## config.mk

```make
export PLATFORM = sky130hd
export DESIGN_NAME = humidity_temp_frame_decoder_unit
export DESIGN_NICKNAME = d
export VERILOG_FILES = /design/src/design/htfd_pkg.sv /design/src/design/htfd_frame.sv /design/src/design/htfd_scale.sv /design/src/design/humidity_temp_frame_decoder_unit.sv
export SDC_FILE = /design/constraint.sdc
export NUM_CORES = 1
export LEC_CHECK = 0
export BUFFER_PORTS_ARGS = -buffer_cell sky130_fd_sc_hd__buf_2
export CORE_MARGIN = 4
export CORE_UTILIZATION = 40
export DETAILED_ROUTE_END_ITERATION = 10
export SYNTH_ARGS = -nofsm -noshare
export SYNTH_HDL_FRONTEND = slang
export SYNTH_SLANG_ARGS = --single-unit
```

## constraint.sdc

```tcl
create_clock -name clk -period 6.5 [get_ports clk]
set_clock_uncertainty 0.1 [all_clocks]
set_input_delay 0.975 -clock clk [delete_from_list [all_inputs] [get_ports clk]]
set_output_delay 0.975 -clock clk [all_outputs]
set_load 0.01 [all_outputs]
```

## src/design/htfd_pkg.sv

```systemverilog
// htfd_pkg: shared types, constants and functions of the humidity/temperature frame decoder.
// Holds the word structs, frame position codes, CRC-8 update and the divide-by-65535 helper.
// No dependencies.
`timescale 1ns / 1ps
`default_nettype none
package htfd_pkg;

	// input word of the byte channel
	typedef struct packed {
		logic [7:0] data_byte;
		logic       frame_start;
	} in_word_t;

	// result word
	typedef struct packed {
		logic signed [14:0] temperature_centi;
		logic [13:0]        humidity_centi;
		logic [7:0]         temperature_crc;
		logic [7:0]         humidity_crc;
		logic               temperature_crc_ok;
		logic               humidity_crc_ok;
	} out_word_t;

	// products and flags handed from the frame stage to the scaling stage
	typedef struct packed {
		logic [30:0] temp_prod;
		logic [29:0] humi_prod;
		logic [7:0]  temp_crc;
		logic [7:0]  humi_crc;
		logic        temp_ok;
		logic        humi_ok;
	} prod_t;

	// frame byte positions
	typedef logic [2:0] pos_t;
	localparam pos_t POS_TEMP_MSB = 3'd0;
	localparam pos_t POS_TEMP_LSB = 3'd1;
	localparam pos_t POS_TEMP_CRC = 3'd2;
	localparam pos_t POS_HUMI_MSB = 3'd3;
	localparam pos_t POS_HUMI_LSB = 3'd4;
	localparam pos_t POS_HUMI_CRC = 3'd5;

	localparam logic [7:0]  CRC_INIT    = 8'hFF;
	localparam logic [7:0]  POLY_RESET  = 8'h31;
	localparam logic [14:0] TEMP_SPAN   = 15'd17500;
	localparam logic [13:0] HUMI_SPAN   = 14'd10000;
	localparam logic [15:0] TEMP_OFFSET = 16'd4500;
	localparam logic [16:0] FULL_SCALE  = 17'd65535;

	// one byte of CRC-8, msb first
	function automatic logic [7:0] crc8_byte(input logic [7:0] crc, input logic [7:0] b,
			input logic [7:0] poly);
		logic [7:0] c;
		c = crc ^ b;
		for (int k = 0; k < 8; k++) begin
			if (c[7]) begin
				c = {c[6:0], 1'b0} ^ poly;
			end else begin
				c = {c[6:0], 1'b0};
			end
		end
		return c;
	endfunction

	// floor(n / 65535) for n < 17500 * 65536: high half plus one correction
	function automatic logic [14:0] div_full_scale(input logic [30:0] n);
		logic [14:0] q0;
		logic [16:0] r;
		q0 = n[30:16];
		r  = {1'b0, n[15:0]} + {2'b00, q0};
		return (r >= FULL_SCALE) ? q0 + 15'd1 : q0;
	endfunction

endpackage
`default_nettype wire

```

## src/design/htfd_frame.sv

```systemverilog
// htfd_frame: input register, frame position tracking, CRC-8 and word capture.
// Hands the two scale products plus CRC results to htfd_scale; uses htfd_pkg.
`timescale 1ns / 1ps
`default_nettype none
module htfd_frame (
	input  wire logic              clk,
	input  wire logic              arst_n,
	input  wire logic              in_valid,
	output logic                   in_stall,
	input  wire htfd_pkg::in_word_t in_word,
	input  wire logic              cfg_valid,
	output logic                   cfg_ready,
	input  wire logic [7:0]        cfg_data,
	input  wire logic              scale_ready,
	output logic                   prod_valid,
	output htfd_pkg::prod_t        prod
);

	logic                valid_s1;
	htfd_pkg::in_word_t  word_s1;
	logic [7:0]          poly_q;
	htfd_pkg::pos_t      pos_q;
	logic [7:0]          crc_q;
	logic [15:0]         temp_word_q;
	logic [15:0]         humi_word_q;
	logic [7:0]          temp_crc_q;
	logic                temp_ok_q;

	htfd_pkg::pos_t      pos_eff;
	logic [7:0]          crc_eff;
	logic [7:0]          crc_upd;
	logic                is_last;
	logic                adv_s1;
	logic                accept;

	// position and crc seen by the byte in s1
	always_comb begin
		if (word_s1.frame_start || pos_q > htfd_pkg::POS_HUMI_CRC) begin
			pos_eff = htfd_pkg::POS_TEMP_MSB;
			crc_eff = htfd_pkg::CRC_INIT;
		end else begin
			pos_eff = pos_q;
			crc_eff = crc_q;
		end
	end

	assign crc_upd   = htfd_pkg::crc8_byte(crc_eff, word_s1.data_byte, poly_q);
	assign is_last   = (pos_eff == htfd_pkg::POS_HUMI_CRC);
	assign adv_s1    = valid_s1 && (!is_last || scale_ready);
	assign in_stall  = valid_s1 && !adv_s1;
	assign accept    = in_valid && !in_stall;
	assign cfg_ready = 1'b1;

	// products for the last byte of a frame
	assign prod_valid      = adv_s1 && is_last;
	assign prod.temp_prod  = temp_word_q * htfd_pkg::TEMP_SPAN;
	assign prod.humi_prod  = humi_word_q * htfd_pkg::HUMI_SPAN;
	assign prod.temp_crc   = temp_crc_q;
	assign prod.humi_crc   = crc_eff;
	assign prod.temp_ok    = temp_ok_q;
	assign prod.humi_ok    = (crc_eff == word_s1.data_byte);

	// input register
	always_ff @(posedge clk or negedge arst_n) begin
		if (!arst_n) begin
			valid_s1 <= 1'b0;
		end else if (accept) begin
			valid_s1 <= 1'b1;
		end else if (adv_s1) begin
			valid_s1 <= 1'b0;
		end
	end

	always_ff @(posedge clk) begin
		if (accept) begin
			word_s1 <= in_word;
		end
	end

	// polynomial register
	always_ff @(posedge clk or negedge arst_n) begin
		if (!arst_n) begin
			poly_q <= htfd_pkg::POLY_RESET;
		end else if (cfg_valid && cfg_ready) begin
			poly_q <= cfg_data;
		end
	end

	// frame state update
	always_ff @(posedge clk or negedge arst_n) begin
		if (!arst_n) begin
			pos_q       <= htfd_pkg::POS_TEMP_MSB;
			crc_q       <= htfd_pkg::CRC_INIT;
			temp_word_q <= '0;
			humi_word_q <= '0;
			temp_crc_q  <= '0;
			temp_ok_q   <= 1'b0;
		end else if (adv_s1) begin
			unique case (pos_eff)
				htfd_pkg::POS_TEMP_MSB: begin
					temp_word_q[15:8] <= word_s1.data_byte;
					crc_q             <= crc_upd;
					pos_q             <= htfd_pkg::POS_TEMP_LSB;
				end
				htfd_pkg::POS_TEMP_LSB: begin
					temp_word_q[7:0] <= word_s1.data_byte;
					crc_q            <= crc_upd;
					pos_q            <= htfd_pkg::POS_TEMP_CRC;
				end
				htfd_pkg::POS_TEMP_CRC: begin
					temp_crc_q <= crc_eff;
					temp_ok_q  <= (crc_eff == word_s1.data_byte);
					crc_q      <= htfd_pkg::CRC_INIT;
					pos_q      <= htfd_pkg::POS_HUMI_MSB;
				end
				htfd_pkg::POS_HUMI_MSB: begin
					humi_word_q[15:8] <= word_s1.data_byte;
					crc_q             <= crc_upd;
					pos_q             <= htfd_pkg::POS_HUMI_LSB;
				end
				htfd_pkg::POS_HUMI_LSB: begin
					humi_word_q[7:0] <= word_s1.data_byte;
					crc_q            <= crc_upd;
					pos_q            <= htfd_pkg::POS_HUMI_CRC;
				end
				default: begin
					crc_q <= htfd_pkg::CRC_INIT;
					pos_q <= htfd_pkg::POS_TEMP_MSB;
				end
			endcase
		end
	end

endmodule
`default_nettype wire

```

## src/design/htfd_scale.sv

```systemverilog
// htfd_scale: product register, divide by full scale, temperature offset and result register.
// Takes prod_t words from htfd_frame; uses htfd_pkg.
`timescale 1ns / 1ps
`default_nettype none
module htfd_scale (
	input  wire logic                clk,
	input  wire logic                arst_n,
	input  wire logic                prod_valid,
	input  wire htfd_pkg::prod_t     prod,
	output logic                     scale_ready,
	output logic                     out_valid,
	input  wire logic                out_stall,
	output htfd_pkg::out_word_t      out_word
);

	logic                 valid_s2;
	htfd_pkg::prod_t      prod_s2;
	logic                 out_valid_q;
	htfd_pkg::out_word_t  out_word_q;
	logic                 adv_s2;
	logic [14:0]          temp_q15;
	logic [14:0]          humi_q15;
	logic [15:0]          temp_signed;

	assign adv_s2      = valid_s2 && (!out_valid_q || !out_stall);
	assign scale_ready = !valid_s2 || adv_s2;

	// product register
	always_ff @(posedge clk or negedge arst_n) begin
		if (!arst_n) begin
			valid_s2 <= 1'b0;
		end else if (prod_valid) begin
			valid_s2 <= 1'b1;
		end else if (adv_s2) begin
			valid_s2 <= 1'b0;
		end
	end

	always_ff @(posedge clk) begin
		if (prod_valid) begin
			prod_s2 <= prod;
		end
	end

	// scaling to hundredths
	assign temp_q15    = htfd_pkg::div_full_scale(prod_s2.temp_prod);
	assign humi_q15    = htfd_pkg::div_full_scale({1'b0, prod_s2.humi_prod});
	assign temp_signed = {1'b0, temp_q15} - htfd_pkg::TEMP_OFFSET;

	// result register
	always_ff @(posedge clk or negedge arst_n) begin
		if (!arst_n) begin
			out_valid_q <= 1'b0;
		end else if (adv_s2) begin
			out_valid_q <= 1'b1;
		end else if (!out_stall) begin
			out_valid_q <= 1'b0;
		end
	end

	always_ff @(posedge clk) begin
		if (adv_s2) begin
			out_word_q.temperature_centi  <= signed'(temp_signed[14:0]);
			out_word_q.humidity_centi     <= humi_q15[13:0];
			out_word_q.temperature_crc    <= prod_s2.temp_crc;
			out_word_q.humidity_crc       <= prod_s2.humi_crc;
			out_word_q.temperature_crc_ok <= prod_s2.temp_ok;
			out_word_q.humidity_crc_ok    <= prod_s2.humi_ok;
		end
	end

	assign out_valid = out_valid_q;
	assign out_word  = out_word_q;

endmodule
`default_nettype wire

```

## src/design/humidity_temp_frame_decoder_unit.sv

```systemverilog
// Humidity/temperature frame decoder: takes the six-byte sensor frame one byte per cycle
// (temperature MSB, LSB, CRC, humidity MSB, LSB, CRC), checks both CRC-8 values (init 0xFF,
// msb first, programmable polynomial, reset 0x31) and, on the sixth byte, returns one word
// with temperature and humidity in hundredths plus the computed CRCs and match flags.
// frame_start forces the byte to be byte 0 of a new frame. One byte is accepted every cycle
// while the result side keeps up; the last byte of a frame waits in the input register while
// the product and result registers are full and out_stall is high. The last byte's result
// moves from the input register to the product register, then to the result register.
// The CRC update is an unrolled 8-bit step on the input register.
`timescale 1ns / 1ps
`default_nettype none
module humidity_temp_frame_decoder_unit (
	input  wire logic                clk,
	input  wire logic                arst_n,
	input  wire logic                in_valid,
	output logic                     in_stall,
	input  wire htfd_pkg::in_word_t  in_word,
	output logic                     out_valid,
	input  wire logic                out_stall,
	output htfd_pkg::out_word_t      out_word,
	input  wire logic                cfg_valid,
	output logic                     cfg_ready,
	input  wire logic [7:0]          cfg_data
);

	logic             scale_ready;
	logic             prod_valid;
	htfd_pkg::prod_t  prod;

	// byte tracking and crc
	htfd_frame u_frame (
		.clk         (clk),
		.arst_n      (arst_n),
		.in_valid    (in_valid),
		.in_stall    (in_stall),
		.in_word     (in_word),
		.cfg_valid   (cfg_valid),
		.cfg_ready   (cfg_ready),
		.cfg_data    (cfg_data),
		.scale_ready (scale_ready),
		.prod_valid  (prod_valid),
		.prod        (prod)
	);

	// scaling and result word
	htfd_scale u_scale (
		.clk         (clk),
		.arst_n      (arst_n),
		.prod_valid  (prod_valid),
		.prod        (prod),
		.scale_ready (scale_ready),
		.out_valid   (out_valid),
		.out_stall   (out_stall),
		.out_word    (out_word)
	);

endmodule
`default_nettype wire

```

==> run_results.csv <==
group,metric,value,unit
floorplan,row_count,71,
sta,max_slew_margin,29.8,%
detailed_routing,wl_per_cell,15.2,µm
job,drv_cap,0,
setup_path,cp_data_arrival_time,6.12,ns
detailed_routing,vias,10100,
setup_path,start_kind,"flip-flop",
clock_tree,clk_latency,0.47,ns
logic_synthesis,syn_nets,1760,
setup_path,cp.required,6.59,ns
logic_synthesis,synth.ff_latch_count,192,
grt,grt_use_total,15.6,%
logic_synthesis,synth_top_flop_cell,"edfxtp_1",
sta,worst_pin_slew,1.04,ns
logic_synthesis,synthAdderAreaFrac,26.2,%
setup_path,rrSetupSlack,0.46,ns
sta,max_clock_freq,0.166,GHz
floorplan,chipHeight,205,µm
clock_tree,post_cts_buffers,0,
logic_synthesis,synth_compound_area_share,10.5,%
clock_tree,path_clk_slew,0.09,ns
cells_and_area,final_layout_size_suffix_gt1_share,11.8,%
grt,first_global_vias,10200,
cells_and_area,stdcell_count,2047,
place,place_inst,2015,
outcome,status,"completed",
detailed_routing,antenna_left,0,
detailed_routing,totalWireLength,31.1,mm
clock_tree,root_buffer,"clkbuf_16",
place,hpwlAfterDp,24.5,mm
logic_synthesis,yosysSeqAreaShare,35.3,%
clock_tree,cts_hold_buf,0,
cells_and_area,antenna_cells,0,
floorplan,pin_count,72,
clock_tree,cts_max_level,4,
floorplan,die_width,205,µm
setup_path,end_kind,"flip-flop",
logic_synthesis,synthMuxAreaShare,3.37,%
logic_synthesis,synth.cell_area,15500,µm²
sta,finalCriticalPeriod,6.04,ns
logic_synthesis,ys_async_sr_fraction,32.8,%
hold_path,hold_class,"reg2reg",
sta,rsz0062_at_grt,"no",
grt,gr-total-overflow,0,
grt,grt_max_degree,64,
clock_tree,clockBufferDepth,2,
cells_and_area,syn2layout_area_growth,9.93,%
grt,grt_first_pass_wirelength,52.7,mm
place,place_congestion,0.840,
sta,fin_crit_sh,92.9,%
clock_tree,cts_resized,0,
sta,finalHoldViolations,0,
sta,setup_tns,0,ns
sta,timing.final.max_slew_violations,0,
detailed_routing,drt_first_pass_iters,5,
floorplan,die_area,41900,µm²
detailed_routing,drc,0,
logic_synthesis,synth_cell_types,90,
setup_path,crit_fanout,6,
cells_and_area,finalNetCount,1820,
clock_tree,cts_tree,"built",
logic_synthesis,ys_warn_count,0,
logic_synthesis,syn_inst,1463,
setup_path,path_class,"reg2reg",
clock_tree,cts.sinks,192,
logic_synthesis,synth_edf_count,129,
logic_synthesis,synth_top_family_by_area,"adder cells",
cells_and_area,fin_util,44.9,%
logic_synthesis,synth_xor_area_share,8.50,%
floorplan,initial_utilization,40.8,%
sta,setup_viol_count_final,0,
clock_tree,cts_made_buffers,17,
detailed_routing,drt_iter0_markers,526,
logic_synthesis,synth.avg_cell_area,10.6,µm²
floorplan,core,37900,µm²
logic_synthesis,synth-simple-area-share,8.62,%
grt,antenna_found_initial,1,
detailed_routing,viasPerCell,4.96,
place,portBuffers,70,
[cell families after synthesis]
family                     count (synthesis)
buffers and inverters                    302
DFF                                      192
AOI/OAI and AO/OA                        242
muxes                                     46
xor gates and xnor gates                 141
other                                      1
adders and majority gates                275
and+or+nand+nor                          264
[cell usage after synthesis, drive strengths merged, types with 5 or more instances]
library cell  number  area share (%)
nand3             23            0.74
o21ai             48             1.6
nor3              11            0.36
mux2              43             3.2
a211oi             7            0.40
a21o              24             1.2
nand2b             6            0.24
nor2              39             1.1
xnor2            104             6.1
xor2              33             1.9
nand3b             5            0.24
a21boi             6            0.29
fa                82              11
o31ai              5            0.24
a31oi              6            0.28
edfxtp           129              25
nand2            105             2.5
o21bai            22             1.1
and3              13            0.53
and2               8            0.32
dfrtp             52             8.4
o2111ai            5            0.28
o22a               7            0.40
inv              269             6.5
buf                9            0.42
ha               193              16
dfstp             11             1.9
clkbuf            24            0.58
a21oi             62             2.1
nor2b              9            0.36
o21a               8            0.39
nand4             10            0.44
nor4               9            0.36
[flip-flops by register name, summed over array words and instances, names as in the netlist, 3 cells and up]
name / cells
u_scale.prod_s2: 73
u_frame.temp_word_q: 16
u_frame.crc_q: 8
u_frame.temp_crc_q: 8
u_scale.out_word: 47
u_frame.poly_q: 8
u_frame.humi_word_q: 16
u_frame.pos_q: 3
u_frame.word_s1: 9
[area by class of cell]
class / count / area (µm²)
Multi-Input combinational cell: 969 / 8880
Clock inverter: 15 / 229
Sequential cell: 192 / 5460
Timing Repair Buffer: 74 / 380
Clock buffer: 17 / 425
Tap cell: 511 / 639
Fill cell: 3562 / 20900
Inverter: 269 / 1010
[metal layers]
metal	vias to the layer above	track usage, %	share of wire [%]
met1	4862	21.7	48
met5	-	0	0
li1	5094	-	-
met4	0	3.92	1.4
met2	167	25.9	47
met3	23	2.33	3.6
[layout by cell type (no fill, tap or decap), drive strengths merged, types with 4 or more instances in the layout]
cell	synthesis	final
a211oi	7	7
a21boi	6	6
a21o	24	24
a21oi	62	62
a31oi	6	6
and2	8	8
and3	13	13
and4	4	4
buf	9	74
clkbuf	24	17
clkinv	0	4
dfrtp	52	52
dfstp	11	11
edfxtp	129	129
fa	82	82
ha	193	193
inv	269	280
mux2	43	43
nand2	105	105
nand2b	6	6
nand3	23	23
nand3b	5	5
nand4	10	10
nor2	39	39
nor2b	9	9
nor3	11	11
nor4	9	9
o2111ai	5	5
o211ai	4	4
o21a	8	8
o21ai	48	48
o21bai	22	22
o22a	7	7
o311ai	4	4
o31ai	5	5
or3	4	4
xnor2	104	104
xnor3	4	4
xor2	33	33
[metrics by stage]
step	instance area [µm²]	hold slack [ns]	setup WS, ns
CTS	17000	0.324	0.410
floorplan	15500	0.300	0.947
global route	17000	0.331	0.0373
finish	17000	0.321	0.464
global placement	16400	0.305	0.596
detailed placement	16400	0.305	0.436
[critical path: stages (launching register included)]
cell      delay (ns)
dfrtp_1         0.47
ha_1            0.31
inv_1           0.06
fa_1            0.50
inv_1           0.04
ha_1            0.28
ha_1            0.28
inv_1           0.05
fa_1            0.52
inv_1           0.07
fa_1            0.45
a21o_1          0.19
a21oi_1         0.22
o21bai_1        0.08
a21oi_1         0.22
o21bai_1        0.09
a21oi_1         0.23
o21bai_1        0.09
a21oi_1         0.26
o211ai_1        0.15
a41o_1          0.26
a21oi_1         0.27
nor3_1          0.09
a211oi_1        0.34
o21ai_0         0.14
[worst paths after layout]
kind	startpoint	endpoint	depth (start not counted)
setup / recovery	u_frame.temp_word_q[4]	u_scale.prod_s2[78]	24
hold / removal	u_scale.prod_s2[6]	u_scale.out_word[6]	0
setup reg to reg	u_frame.temp_word_q[4]	u_scale.prod_s2[78]	24
hold reg to reg	u_scale.prod_s2[6]	u_scale.out_word[6]	0
max in group asynchronous	arst_n	u_frame.temp_word_q[3]	2
min in group asynchronous	arst_n	u_frame.poly_q[7]	2
Power is not shown: default switching activity piles up to over one toggle a cycle in this logic, so the estimate is an artifact.
